==> config.mk <==
export PLATFORM = sky130hd
export DESIGN_NAME = led_strip_frame_encoder_flat
export DESIGN_NICKNAME = d
export VERILOG_FILES = /design/src/sv/lsfe_pkg.sv /design/src/sv/lsfe_item_if.sv /design/src/sv/lsfe_byte_if.sv /design/src/sv/lsfe_cfg_if.sv /design/src/sv/lsfe_cfg_regs.sv /design/src/sv/lsfe_front.sv /design/src/sv/lsfe_cmd_fifo.sv /design/src/sv/lsfe_back.sv /design/src/sv/led_strip_frame_encoder.sv /design/src/flat_wrapper.sv
export SDC_FILE = /design/constraint.sdc
export NUM_CORES = 1
export LEC_CHECK = 0
export BUFFER_PORTS_ARGS = -buffer_cell sky130_fd_sc_hd__buf_4
export CORE_ASPECT_RATIO = 2
export CORE_MARGIN = 2
export CORE_UTILIZATION = 58
export CTS_CLUSTER_DIAMETER = 120
export DETAILED_ROUTE_END_ITERATION = 16
export GPL_TIMING_DRIVEN = 0
export PLACE_DENSITY = 0.81
export SYNTH_ARGS = -nofsm -noshare
export SYNTH_HDL_FRONTEND = slang
export SYNTH_HIERARCHICAL = 1
export SYNTH_SLANG_ARGS = --single-unit
==> constraint.sdc <==
create_clock -name clk -period 4.3 [get_ports clk]
set_input_delay 0.43 -clock clk [delete_from_list [all_inputs] [get_ports clk]]
set_output_delay 0.43 -clock clk [all_outputs]
set_load 0.03 [all_outputs]
==> src/sv/lsfe_pkg.sv <==
// Shared types and constants for the LED strip frame encoder.
// Used by every module of the block.
package lsfe_pkg;

    // Frame geometry.
    localparam int START_BYTES = 4;
    localparam int END_BYTES   = 56;
    localparam int LED_BYTES   = 4;

    // The byte counter of the sequencer covers the longest phase.
    localparam int CNT_MAX_A = (START_BYTES > LED_BYTES) ? START_BYTES : LED_BYTES;
    localparam int CNT_MAX   = (END_BYTES > CNT_MAX_A) ? END_BYTES : CNT_MAX_A;
    localparam int CNT_W     = (CNT_MAX > 1) ? $clog2(CNT_MAX) : 1;
    localparam int END_LAST  = (END_BYTES > 0) ? END_BYTES - 1 : 0;

    // Byte constants of the LED frame format.
    localparam logic [7:0] TOP_KEEP_MASK = 8'hE0;
    localparam logic [4:0] BRIGHT_MASK   = 5'h1F;
    localparam logic [7:0] BLANK_TOP     = 8'b1110_0001;
    localparam logic [7:0] FILL_RESET    = 8'hFF;

    // Command queue between the front and the back.
    localparam int FIFO_DEPTH = 2;
    localparam int FIFO_PTR_W = (FIFO_DEPTH > 1) ? $clog2(FIFO_DEPTH) : 1;
    localparam int FIFO_CNT_W = $clog2(FIFO_DEPTH + 1);

    // Configuration register indexes.
    typedef enum logic [1:0] {
        REG_START_WORD = 2'd0,
        REG_BRIGHTNESS = 2'd1,
        REG_BLANK_MODE = 2'd2,
        REG_END_FILL   = 2'd3
    } cfg_reg_t;

    // Input item kinds.
    localparam logic KIND_LED   = 1'b0;
    localparam logic KIND_EMPTY = 1'b1;

    // Live configuration as seen by the datapath.
    typedef struct packed {
        logic [31:0] start_word;
        logic [4:0]  brightness;
        logic        blank_mode;
        logic [7:0]  end_fill;
    } cfg_t;

    // Classified item: which phases to run and the finished LED bytes.
    typedef struct packed {
        logic        has_start;
        logic        has_led;
        logic        has_end;
        logic [31:0] led_bytes;
    } cmd_t;

endpackage

==> src/sv/lsfe_item_if.sv <==
// Input channel of the LED strip frame encoder: one LED word or empty frame.
// Depends on nothing but the valid/ready handshake.
interface lsfe_item_if;
    logic        valid;
    logic        ready;
    logic        kind;
    logic [31:0] led_word;
    logic        first_led;
    logic        last_led;

    modport source (output valid, kind, led_word, first_led, last_led, input ready);
    modport sink   (input valid, kind, led_word, first_led, last_led, output ready);
endinterface

==> src/sv/lsfe_byte_if.sv <==
// Output channel of the LED strip frame encoder: one serial byte per word.
// Depends on nothing but the valid/ready handshake.
interface lsfe_byte_if;
    logic       valid;
    logic       ready;
    logic [7:0] out_byte;
    logic       frame_end;

    modport source (output valid, out_byte, frame_end, input ready);
    modport sink   (input valid, out_byte, frame_end, output ready);
endinterface

==> src/sv/lsfe_cfg_if.sv <==
// Configuration write channel of the LED strip frame encoder.
// Carries a register index and 32 bits of write data.
interface lsfe_cfg_if;
    logic        valid;
    logic        ready;
    logic [1:0]  index;
    logic [31:0] data;

    modport source (output valid, index, data, input ready);
    modport sink   (input valid, index, data, output ready);
endinterface

==> src/sv/lsfe_cfg_regs.sv <==
// Configuration register file of the LED strip frame encoder.
// Depends on lsfe_pkg and lsfe_cfg_if.
module lsfe_cfg_regs (
    input  logic              clk,
    input  logic              rst_n,
    lsfe_cfg_if.sink          cfg,
    output lsfe_pkg::cfg_t    cfg_q
);
    import lsfe_pkg::*;

    cfg_t cfg_reg;
    cfg_t cfg_next;
    logic wr_en;

    // Writes are always accepted.
    assign cfg.ready = 1'b1;
    assign wr_en     = cfg.valid;

    // Decode the register index and merge the write data.
    always_comb
    begin
        cfg_next = cfg_reg;
        if (wr_en)
        begin
            unique case (cfg_reg_t'(cfg.index))
                REG_START_WORD: cfg_next.start_word = cfg.data;
                REG_BRIGHTNESS: cfg_next.brightness = cfg.data[4:0] & BRIGHT_MASK;
                REG_BLANK_MODE: cfg_next.blank_mode = cfg.data[0];
                REG_END_FILL:   cfg_next.end_fill   = cfg.data[7:0];
                default:        cfg_next = cfg_reg;
            endcase
        end
    end

    always_ff @(posedge clk or negedge rst_n)
    begin
        if (!rst_n)
        begin
            cfg_reg.start_word <= 32'd0;
            cfg_reg.brightness <= 5'd1;
            cfg_reg.blank_mode <= 1'b0;
            cfg_reg.end_fill   <= FILL_RESET;
        end
        else
        begin
            cfg_reg <= cfg_next;
        end
    end

    assign cfg_q = cfg_reg;

endmodule

==> src/sv/lsfe_front.sv <==
// Front end of the LED strip frame encoder: accepts items and classifies them.
// Depends on lsfe_pkg and lsfe_item_if; feeds the command queue.
module lsfe_front (
    lsfe_item_if.sink         item,
    input  lsfe_pkg::cfg_t    cfg_q,
    input  logic              q_full,
    output logic              q_push,
    output lsfe_pkg::cmd_t    q_cmd
);
    import lsfe_pkg::*;

    logic [4:0] bright;
    logic [7:0] top_byte;

    // An item is taken whenever the queue has room.
    assign item.ready = !q_full;
    assign q_push     = item.valid && !q_full;

    // A brightness of zero is raised to the minimum of one.
    assign bright   = (cfg_q.brightness == 5'd0) ? 5'd1 : cfg_q.brightness;
    assign top_byte = (item.led_word[31:24] & TOP_KEEP_MASK) | {3'b000, bright};

    // Work out which phases the item needs and build its LED bytes.
    always_comb
    begin
        if (item.kind == KIND_EMPTY)
        begin
            q_cmd.has_start = 1'b1;
            q_cmd.has_led   = 1'b0;
            q_cmd.has_end   = 1'b1;
        end
        else
        begin
            q_cmd.has_start = item.first_led;
            q_cmd.has_led   = 1'b1;
            q_cmd.has_end   = item.last_led;
        end

        if (cfg_q.blank_mode)
        begin
            q_cmd.led_bytes = {BLANK_TOP, 24'd0};
        end
        else
        begin
            q_cmd.led_bytes = {top_byte, item.led_word[23:0]};
        end
    end

endmodule

==> src/sv/lsfe_cmd_fifo.sv <==
// Short command queue that decouples the front end from the byte sequencer.
// Depends on lsfe_pkg for the command type and the depth.
module lsfe_cmd_fifo (
    input  logic                             clk,
    input  logic                             rst_n,
    input  logic                             push,
    input  lsfe_pkg::cmd_t                   push_cmd,
    input  logic                             pop,
    output logic                             full,
    output logic                             not_empty,
    output lsfe_pkg::cmd_t                   head_cmd,
    output logic [lsfe_pkg::FIFO_CNT_W-1:0]  count
);
    import lsfe_pkg::*;

    cmd_t                  entry_reg [FIFO_DEPTH];
    logic [FIFO_PTR_W-1:0] wr_ptr_reg;
    logic [FIFO_PTR_W-1:0] wr_ptr_next;
    logic [FIFO_PTR_W-1:0] rd_ptr_reg;
    logic [FIFO_PTR_W-1:0] rd_ptr_next;
    logic [FIFO_CNT_W-1:0] count_reg;
    logic [FIFO_CNT_W-1:0] count_next;

    assign full      = (count_reg == FIFO_CNT_W'(FIFO_DEPTH));
    assign not_empty = (count_reg != '0);
    assign head_cmd  = entry_reg[rd_ptr_reg];
    assign count     = count_reg;

    // Pointer and occupancy update; the pointers wrap at the depth.
    always_comb
    begin
        wr_ptr_next = wr_ptr_reg;
        rd_ptr_next = rd_ptr_reg;
        count_next  = count_reg;
        if (push)
        begin
            wr_ptr_next = (wr_ptr_reg == FIFO_PTR_W'(FIFO_DEPTH - 1)) ? '0
                        : wr_ptr_reg + FIFO_PTR_W'(1);
        end
        if (pop)
        begin
            rd_ptr_next = (rd_ptr_reg == FIFO_PTR_W'(FIFO_DEPTH - 1)) ? '0
                        : rd_ptr_reg + FIFO_PTR_W'(1);
        end
        if (push && !pop)
        begin
            count_next = count_reg + FIFO_CNT_W'(1);
        end
        else if (pop && !push)
        begin
            count_next = count_reg - FIFO_CNT_W'(1);
        end
    end

    always_ff @(posedge clk or negedge rst_n)
    begin
        if (!rst_n)
        begin
            wr_ptr_reg <= '0;
            rd_ptr_reg <= '0;
            count_reg  <= '0;
        end
        else
        begin
            wr_ptr_reg <= wr_ptr_next;
            rd_ptr_reg <= rd_ptr_next;
            count_reg  <= count_next;
        end
    end

    // Entry storage holds payload only.
    always_ff @(posedge clk)
    begin
        if (push)
        begin
            entry_reg[wr_ptr_reg] <= push_cmd;
        end
    end

endmodule

==> src/sv/lsfe_back.sv <==
// Back end of the LED strip frame encoder: steps through the start, LED and
// end phases of each command, one byte per cycle unless the output stalls. Depends on lsfe_pkg and lsfe_byte_if.
module lsfe_back (
    input  logic              clk,
    input  logic              rst_n,
    input  lsfe_pkg::cfg_t    cfg_q,
    input  logic              q_valid,
    input  lsfe_pkg::cmd_t    q_cmd,
    output logic              q_pop,
    lsfe_byte_if.source       result
);
    import lsfe_pkg::*;

    typedef enum logic [2:0] {
        PH_START = 3'b001,
        PH_LED   = 3'b010,
        PH_END   = 3'b100
    } phase_t;

    localparam logic HAS_FILL = (END_BYTES > 0);

    logic             busy_reg;
    logic             busy_next;
    phase_t           phase_reg;
    phase_t           phase_next;
    logic [CNT_W-1:0] cnt_reg;
    logic [CNT_W-1:0] cnt_next;
    cmd_t             cmd_reg;
    logic             out_valid_reg;
    logic             out_valid_next;
    logic [7:0]       out_byte_reg;
    logic             out_end_reg;

    logic             out_free;
    logic             emit;
    logic             phase_last;
    logic             to_led;
    logic             to_end;
    logic             cmd_final;
    logic [1:0]       byte_sel;
    logic [7:0]       cur_byte;

    // A byte leaves the sequencer when the output register is free.
    assign out_free = !out_valid_reg || result.ready;
    assign emit     = busy_reg && out_free;

    // Byte selection and end-of-phase detection.
    always_comb
    begin
        byte_sel   = 2'(LED_BYTES - 1) - cnt_reg[1:0];
        cur_byte   = cfg_q.end_fill;
        phase_last = 1'b0;
        to_led     = 1'b0;
        to_end     = 1'b0;
        unique case (phase_reg)
            PH_START:
            begin
                cur_byte   = cfg_q.start_word[byte_sel*8 +: 8];
                phase_last = (cnt_reg == CNT_W'(START_BYTES - 1));
                to_led     = cmd_reg.has_led;
                to_end     = !cmd_reg.has_led && cmd_reg.has_end && HAS_FILL;
            end
            PH_LED:
            begin
                cur_byte   = cmd_reg.led_bytes[byte_sel*8 +: 8];
                phase_last = (cnt_reg == CNT_W'(LED_BYTES - 1));
                to_end     = cmd_reg.has_end && HAS_FILL;
            end
            PH_END:
            begin
                cur_byte   = cfg_q.end_fill;
                phase_last = (cnt_reg == CNT_W'(END_LAST));
            end
            default:
            begin
                cur_byte   = cfg_q.end_fill;
                phase_last = 1'b1;
            end
        endcase
        cmd_final = phase_last && !to_led && !to_end;
    end

    // Take the next command when idle or on the final byte of the current one.
    assign q_pop = q_valid && (!busy_reg || (emit && cmd_final));

    // Sequencer state update.
    always_comb
    begin
        busy_next  = busy_reg;
        phase_next = phase_reg;
        cnt_next   = cnt_reg;
        if (q_pop)
        begin
            busy_next  = 1'b1;
            phase_next = q_cmd.has_start ? PH_START : PH_LED;
            cnt_next   = '0;
        end
        else if (emit && cmd_final)
        begin
            busy_next = 1'b0;
        end
        else if (emit && phase_last)
        begin
            phase_next = to_led ? PH_LED : PH_END;
            cnt_next   = '0;
        end
        else if (emit)
        begin
            cnt_next = cnt_reg + CNT_W'(1);
        end
    end

    always_ff @(posedge clk or negedge rst_n)
    begin
        if (!rst_n)
        begin
            busy_reg  <= 1'b0;
            phase_reg <= PH_START;
            cnt_reg   <= '0;
        end
        else
        begin
            busy_reg  <= busy_next;
            phase_reg <= phase_next;
            cnt_reg   <= cnt_next;
        end
    end

    always_ff @(posedge clk)
    begin
        if (q_pop)
        begin
            cmd_reg <= q_cmd;
        end
    end

    // Output register: holds a byte until the sink takes it.
    assign out_valid_next = out_free ? emit : out_valid_reg;

    always_ff @(posedge clk or negedge rst_n)
    begin
        if (!rst_n)
        begin
            out_valid_reg <= 1'b0;
        end
        else
        begin
            out_valid_reg <= out_valid_next;
        end
    end

    always_ff @(posedge clk)
    begin
        if (emit)
        begin
            out_byte_reg <= cur_byte;
            out_end_reg  <= cmd_final && cmd_reg.has_end;
        end
    end

    assign result.valid     = out_valid_reg;
    assign result.out_byte  = out_byte_reg;
    assign result.frame_end = out_end_reg;

endmodule

==> src/sv/led_strip_frame_encoder.sv <==
// Top level of the LED strip frame encoder.
// Depends on lsfe_pkg, the three channel interfaces, lsfe_cfg_regs, lsfe_front,
// lsfe_cmd_fifo and lsfe_back.
//
// Turns LED words into the byte stream of an APA102-style strip. Each LED word
// gives four bytes, one byte per cycle while the output is not stalled; an LED
// that opens a frame is preceded by the four start-frame bytes, and one that
// closes it is followed by the 56 end-fill bytes, the final byte carrying
// frame_end. An empty-frame item gives only the start frame and the end fill.
// The rate is set by the single byte sequencer in the back end; a two-entry
// command queue lets the input side run ahead of it. Configuration is taken at
// any time but must only be written while no words are in flight.
module led_strip_frame_encoder (
    input  logic         clk,
    input  logic         rst_n,
    lsfe_item_if.sink    item,
    lsfe_byte_if.source  result,
    lsfe_cfg_if.sink     cfg
);
    import lsfe_pkg::*;

    cfg_t                  cfg_q;
    logic                  q_full;
    logic                  q_push;
    cmd_t                  q_push_cmd;
    logic                  q_pop;
    logic                  q_not_empty;
    cmd_t                  q_head_cmd;
    logic [FIFO_CNT_W-1:0] q_count;

    // Configuration registers.
    lsfe_cfg_regs u_cfg_regs (
        .clk   (clk),
        .rst_n (rst_n),
        .cfg   (cfg),
        .cfg_q (cfg_q)
    );

    // Front end: accept and classify.
    lsfe_front u_front (
        .item   (item),
        .cfg_q  (cfg_q),
        .q_full (q_full),
        .q_push (q_push),
        .q_cmd  (q_push_cmd)
    );

    // Command queue.
    lsfe_cmd_fifo u_cmd_fifo (
        .clk       (clk),
        .rst_n     (rst_n),
        .push      (q_push),
        .push_cmd  (q_push_cmd),
        .pop       (q_pop),
        .full      (q_full),
        .not_empty (q_not_empty),
        .head_cmd  (q_head_cmd),
        .count     (q_count)
    );

    // Back end: byte sequencer and output register.
    lsfe_back u_back (
        .clk     (clk),
        .rst_n   (rst_n),
        .cfg_q   (cfg_q),
        .q_valid (q_not_empty),
        .q_cmd   (q_head_cmd),
        .q_pop   (q_pop),
        .result  (result)
    );

    // The sequencer only takes a command that is really queued.
    assert property (@(posedge clk) disable iff (!rst_n)
        q_pop |-> q_count != '0)
    else $error("command taken from an empty queue");

    // An accepted item is waiting in the queue on the following cycle.
    assert property (@(posedge clk) disable iff (!rst_n)
        q_push |=> q_count != '0)
    else $error("accepted item missing from the queue");

    // With an end fill, the flagged word is always a fill byte.
    assert property (@(posedge clk) disable iff (!rst_n)
        (result.valid && result.frame_end) |->
            (END_BYTES == 0) || (result.out_byte == cfg_q.end_fill))
    else $error("frame end flagged on a byte other than the end fill");

endmodule
==> src/flat_wrapper.sv <==
// flat-port wrapper written by rule: the top's interface ports become plain ports
module led_strip_frame_encoder_flat import lsfe_pkg::*;
  (clk, rst_n, item_valid, item_kind, item_led_word, item_first_led, item_last_led, item_ready, result_valid, result_out_byte, result_frame_end, result_ready, cfg_valid, cfg_index, cfg_data, cfg_ready);
  lsfe_item_if item_i ();
  lsfe_byte_if result_i ();
  lsfe_cfg_if cfg_i ();
  input  logic clk;
  input  logic rst_n;
  input wire logic [$bits(item_i.valid)-1:0] item_valid;
  input wire logic [$bits(item_i.kind)-1:0] item_kind;
  input wire logic [$bits(item_i.led_word)-1:0] item_led_word;
  input wire logic [$bits(item_i.first_led)-1:0] item_first_led;
  input wire logic [$bits(item_i.last_led)-1:0] item_last_led;
  output wire logic [$bits(item_i.ready)-1:0] item_ready;
  output wire logic [$bits(result_i.valid)-1:0] result_valid;
  output wire logic [$bits(result_i.out_byte)-1:0] result_out_byte;
  output wire logic [$bits(result_i.frame_end)-1:0] result_frame_end;
  input wire logic [$bits(result_i.ready)-1:0] result_ready;
  input wire logic [$bits(cfg_i.valid)-1:0] cfg_valid;
  input wire logic [$bits(cfg_i.index)-1:0] cfg_index;
  input wire logic [$bits(cfg_i.data)-1:0] cfg_data;
  output wire logic [$bits(cfg_i.ready)-1:0] cfg_ready;
  assign item_i.valid = item_valid;
  assign item_i.kind = item_kind;
  assign item_i.led_word = item_led_word;
  assign item_i.first_led = item_first_led;
  assign item_i.last_led = item_last_led;
  assign item_ready = item_i.ready;
  assign result_valid = result_i.valid;
  assign result_out_byte = result_i.out_byte;
  assign result_frame_end = result_i.frame_end;
  assign result_i.ready = result_ready;
  assign cfg_i.valid = cfg_valid;
  assign cfg_i.index = cfg_index;
  assign cfg_i.data = cfg_data;
  assign cfg_ready = cfg_i.ready;
  led_strip_frame_encoder u_core (.clk(clk), .rst_n(rst_n), .item(item_i), .result(result_i), .cfg(cfg_i));
endmodule
### Word level (Yosys, flattened, before mapping)

Memory sizes are Yosys's and may differ from the RTL's.
Index checks and enable logic that the tools add are counted.

| operators by class | value |
|---|---|
| add/subtract/negate cells | 6 |
| reductions and logical operators | 35 |
| bitwise gates (word level) | 1 |
| equal/unequal tests | 10 |
| shift operators | 2 |
| mux-type cells | 24 |

Operator list:

| operator | number |
|---|---|
| variable part select 32 x 6 -> 8 bit | 2 |
| two-way mux 32 bit | 1 |
| two-way mux 6 bit | 4 |
| case mux 8 bit (2 select lines) | 1 |
| two-way mux 3 bit | 5 |
| AND reduction 2 bit | 6 |
| logical AND 1 bit | 11 |
| zero test 1 bit | 8 |
| OR 8 x 5 -> 8 bit | 1 |
| nonzero test 2 bit | 4 |
| two-way mux 1 bit | 7 |
| adder 6 x 1 -> 6 bit, second input constant | 1 |
| == test 2 bit, second input constant | 3 |
| == test 6 x 2 -> 1 bit, second input constant | 1 |
| == test 6 bit, second input constant | 1 |
| two-way mux 2 bit | 3 |
| zero test 5 bit | 1 |
| two-way mux 5 bit | 1 |
| case mux 1 bit (2 select lines) | 2 |
| == test 3 x 1 -> 1 bit, second input constant | 1 |
| == test 3 x 2 -> 1 bit, second input constant | 1 |
| == test 3 bit, second input constant | 1 |
| nonzero test 3 bit | 1 |
| adder 1 bit, second input constant | 2 |
| 8 further kinds | 9 |

| word-level totals | value |
|---|---|
| logic and storage cells | 95 |
| bits in writable memories | 70 |
| output and inout port bits | 12 |
| memories | 1 |
| bits in registers | 104 |

Memories:

| memory | words | bits a word | read ports | clocked after memory_dff | wr ports | RTL line | source |
|---|---|---|---|---|---|---|---|
| u_core.u_cmd_fifo.entry_reg | 2 | 35 | 1 | 0 | 1 | lsfe_cmd_fifo.sv:16 | `cmd_t entry_reg [FIFO_DEPTH];` |

### Longest topological paths before layout

| depth | value |
|---|---|
| word-level depth | 11 |
| mapped depth | 12 |
| mapped depth without buffers | 12 |

### Cells and area by module

Netlist, hierarchy kept.

Modules (own cells, without submodules):

| module | cells each | times used | seq. area each (um^2) | area an instance (um^2) |
|---|---|---|---|---|
| lsfe_cmd_fifo | 125 | 1 | 2202.1 | 2865.2 |
| lsfe_back | 167 | 1 | 1567.8 | 2616.3 |
| lsfe_cfg_regs | 101 | 1 | 1162.4 | 1764.2 |
| lsfe_front | 41 | 1 | 0.0 | 254.0 |

### Worst setup path after synthesis

OpenSTA, ideal clock, no wires.

| timing path | value |
|---|---|
| kind | flip-flop to flip-flop |
| start point | register u_core.u_back.phase_reg[0] |
| end point | register u_core.u_cmd_fifo.count_reg[1], in the netlist u_core/u_cmd_fifo/count[1] |
| slack | 1073 ps |
| setup time | 79 ps |
| cell stages (with the launch flop) | 13 |
| required time | 4221 ps |
| period minus slack after synthesis | 3227 ps |
| buffers on the path | 1 |
| data arrival time | 3148 ps |
| path through | dfstp_2 -> buf_2 -> xnor2_1 -> o21ba_1 -> a21o_1 -> nand2_1 -> o21ai_2 -> and2_1 -> inv_1 -> ha_1 -> xor2_1 -> nor2_1 -> xor2_1 |

| on the way | value |
|---|---|
| word-level cells in the longest chain between the ends | 11 |
| elaborated cells on any way between the ends | 19 |
| those cells by class | eq/ne: 3; mux: 4; reduce/logical: 12 |

RTL lines:

| item | RTL line | source |
|---|---|---|
| start, declared | lsfe_back.sv:24 | `phase_t phase_reg;` |
| start signal, assigned | lsfe_back.sv:124 | `phase_reg <= phase_next;` |
| == test 3 x 2 -> 1 bit or == test 3 x 1 -> 1 bit (tied branches) | lsfe_back.sv:55 | `unique case (phase_reg)` |
| OR reduction 2 bit (no source line) or two-way mux 1 bit (tied branches) | - |  |
| case mux 1 bit (2 select lines) or zero test 1 bit (tied branches) | lsfe_back.sv:55, lsfe_back.sv:80 |  |
| logical AND 1 bit | lsfe_back.sv:80 | `cmd_final = phase_last && !to_led && !to_end;` |
| logical AND 1 bit * | lsfe_back.sv:80 |  |
| logical AND 1 bit * | lsfe_back.sv:84 | `assign q_pop = q_valid && (!busy_reg \|\| (emit && cmd_final));` |
| logical OR 1 bit * | lsfe_back.sv:84 |  |
| logical AND 1 bit * | lsfe_back.sv:84 |  |
| via u_core.q_pop | led_strip_frame_encoder.sv:26 | `logic q_pop;` |
| zero test 1 bit | lsfe_cmd_fifo.sv:45 | `if (push && !pop)` |
| logical AND 1 bit | lsfe_cmd_fifo.sv:45 |  |
| two-way mux 2 bit or nonzero test 2 bit (tied branches) | - |  |
| end signal, assigned | lsfe_cmd_fifo.sv:67 | `count_reg <= count_next;` |
| end, declared | lsfe_cmd_fifo.sv:21 | `logic [FIFO_CNT_W-1:0] count_reg;` |

The timed path passes the listed nets; every way through them passes the cells marked *.
A chain may end at the register's enable or synchronous reset.

### Final worst setup path

Ends and elaborated chain as after synthesis.

==> run summary <==
Post-cts resize count = 0
Area of the multi-input gates = 2360 um^2
CP Max Fanout = 36
Critical-path cell list = buf_2 -> xnor2_1 -> o21ba_1 -> a21o_1 -> nand2_1 -> o21ai_2 -> and2_2 -> inv_1 -> ha_1 -> nor2_1 -> xor2_1
PwrDens = 714 nW/um^2
Layout cells sized above 1 = 44.5%
Leakage power = 3.48 nW
GR Util All Layers = 21.2%
Final critical-path share of the clock period = 78.0%
IO buf count = 79
Commonest non-fill, non-tap cell in the layout = edfxtp_1
VDD IR-drop max = 0.000452 V
Slew margin rel. = 44.2%
Slew @ Worst Pin = 837 ps
DRC = 0
CTS Root Cell = clkbuf_16
DR vias = 3983
Area share of the largest cell type after synthesis = 45.2%
Layout Nets = 609
Critical Path End Type = flip-flop
Register clock-pin slew on the reported worst setup and hold paths = 70 ps
Die area = 13900 um^2
Hold Violations, Final = 0
Synth Warn # = 6
MaxCap Viol Count = 0
Mapped Cells = 434
Post-synth EDFFs = 113
Die height = 165 um
Starting DRC count in detailed routing = 221
Global-route wire length before repair = 21800 um
Finished layout cell area = 8880 um^2
Largest net degree at the start of global routing = 62
Storage cell area = 4930 um^2
Slowest stage delay, CP = 720 ps
Most frequent cells in the layout = edfxtp_1 (113), buf_4 (81), mux2_2 (51), dfrtp_1 (51), nor2b_1 (30)
Routed WL per cell = 20.0 um
Initial antenna violation count = 0
Row count = 58
Setup Buffers After CTS = 0
Mapped Area = 7500 um^2
Hold_buf cts = 0
Final core occ = 70.4%
Core ar. = 12600 um^2
Total CTS buffers = 17
Fmax = 298 MHz
Fill count = 849
Setup violators final = 0
RSZ-0062 raised after global routing = no
# IOs = 86
Detail Route Antenna Nets = 0
CTS sink cnt = 174
Post-synth top flop = edfxtp_1
Fin. max-slew vios = 0
Dpl hpwl = 9960 um
Crit path time final = 3350 ps
WP data arrival = 3690 ps
Syn avg cell area = 17.3 um^2
Drt total wl = 13900 um
Asr flop ratio synth = 35.1%
Routability Congestion = 0.797
Top post-synthesis cells by area = edfxtp_1 (45%), dfrtp_1 (17%), mux2_2 (7.7%), mux2_4 (5.8%), dfstp_2 (3.5%)
Vias per inst = 5.72
N_diodes = 0
Hold WS = 79.8 ps
Net Count, Synth = 510
Htree depth = 4
Critical-path top delay cell = and2_2
Unique cell type count in the Yosys netlist = 51
Post-synthesis sequential area ratio = 65.8%
GR Overflow Total = 0
Area leader, netlist = edfxtp_1
Vias in the first global route = 4261
CP Launch Type = flip-flop
TritonCTS clock tree = built
Max reg flops = 70
Pre-Repair DR Iteration Count = 4
Status = completed
Die Width = 84.4 um
Setup Skew = 9.46 ps
Worst-skew pair later-pin latency = 420 ps
Total Neg Setup Slack = 0 ps
CP required = 4640 ps
Placed Area = 8310 um^2
Synth-to-Final Area Change = 18.5%
Initial core utilization = 59.4%
Min-delay worst type = in -> async
Setup CP Type = reg -> reg
Synth Register Bits = 174
Max clock buf depth = 2
final timing paths:
| path | start | end | slack, ps | cells past startpoint |
|---|---|---|---|---|
| hold / removal | rst_n | u_core/u_cmd_fifo/wr_ptr_reg$_DFFE_PN0P_ | 80 | 1 |
| min in group clk | cfg_data[29] | u_core/u_cfg_regs/cfg_q[43]$_DFFE_PN0P_ | 240 | 2 |
| max in group asynchronous | rst_n | u_core/u_cfg_regs/cfg_q[8]$_DFFE_PN0P_ | 3660 | 1 |
| setup reg to reg | u_core/u_back/phase_reg[0]$_DFFE_PN1P_ | u_core/u_cmd_fifo/count[1]$_DFFE_PN0P_ | 950 | 11 |
| setup / recovery | u_core/u_back/phase_reg[0]$_DFFE_PN1P_ | u_core/u_cmd_fifo/count[1]$_DFFE_PN0P_ | 950 | 11 |
| hold reg to reg | u_core/u_cmd_fifo/count[1]$_DFFE_PN0P_ | u_core/u_cmd_fifo/count[1]$_DFFE_PN0P_ | 480 | 1 |
metrics by stage:
step | instances | worst slack (ps) | power, W
after global placement | 663 | 484 | 0.00477
final | 696 | 948 | 0.00635
after CTS | 696 | 940 | 0.00638
after floorplan | 434 | 1070 | 0.00428
after detailed placement | 664 | 956 | 0.00488
after global routing | 696 | 676 | 0.00662
worst max-delay path, delay by kind of cell, from the launching register on:
family	cells	cell delay [ps]
adders and majority gates	1	340
AOI/OAI and AO/OA	3	680
buffers and inverters	2	300
and+or+nand+nor	3	1050
DFF	1	520
xor gates and xnor gates	2	370
synth_stat cells, types with 2 or more instances:
cell type  instances
dfrtp_1           51
dfstp_2           10
a21o_1             2
mux4_2            11
mux2i_1           11
nor2b_1           31
xnor2_1            2
mux2_1             2
a31oi_1            3
nand2b_1           5
xor2_1             4
nand2_1            8
or2_1              3
a21oi_1           13
mux2_4            29
nor3b_4            2
buf_6              7
or2_2              3
and2_1             2
o21ai_0            2
nand3b_1           4
a2111oi_0          2
buf_12             3
nor2_1            14
buf_2              4
clkbuf_1           2
buf_4              2
nand3_1            5
mux4_1             5
inv_1              8
mux2_2            51
ha_1               2
edfxtp_1         113
logic make-up after synthesis:
group                      count (synthesis)  share of synthesized area, %
adders and majority gates                  2                         0.334
muxes                                    109                          20.3
and+or+nand+nor                           80                          6.39
AOI/OAI and AO/OA                         35                          3.60
DFF                                      174                          65.8
other                                      1                        0.0500
xor gates and xnor gates                   6                         0.701
buffers and inverters                     27                          2.87
where the power goes:
part           internal [W]  switching, W
combinational      0.000999       0.00113
clock              0.000861      0.000625
sequential          0.00251      0.000216
final cells by class:
class / count / share of cell area [%]
inverters: 8 / 0.338
repair buffers: 80 / 6.90
clock inverters: 13 / 1.59
well taps: 150 / 2.11
multi-input cells: 233 / 26.6
plain buffers: 19 / 2.08
flip-flops and latches: 174 / 55.5
clock buffers: 19 / 4.87
routing by layer:
| layer | global-route usage, % | part of all wire [%] |
|---|---|---|
| met4 | 10.1 | 3.3 |
| met3 | 5.25 | 4.3 |
| met1 | 22.1 | 36 |
| met2 | 39.3 | 57 |
| met5 | 0 | 0 |
Note: power is estimated with default switching activity, not from simulation.
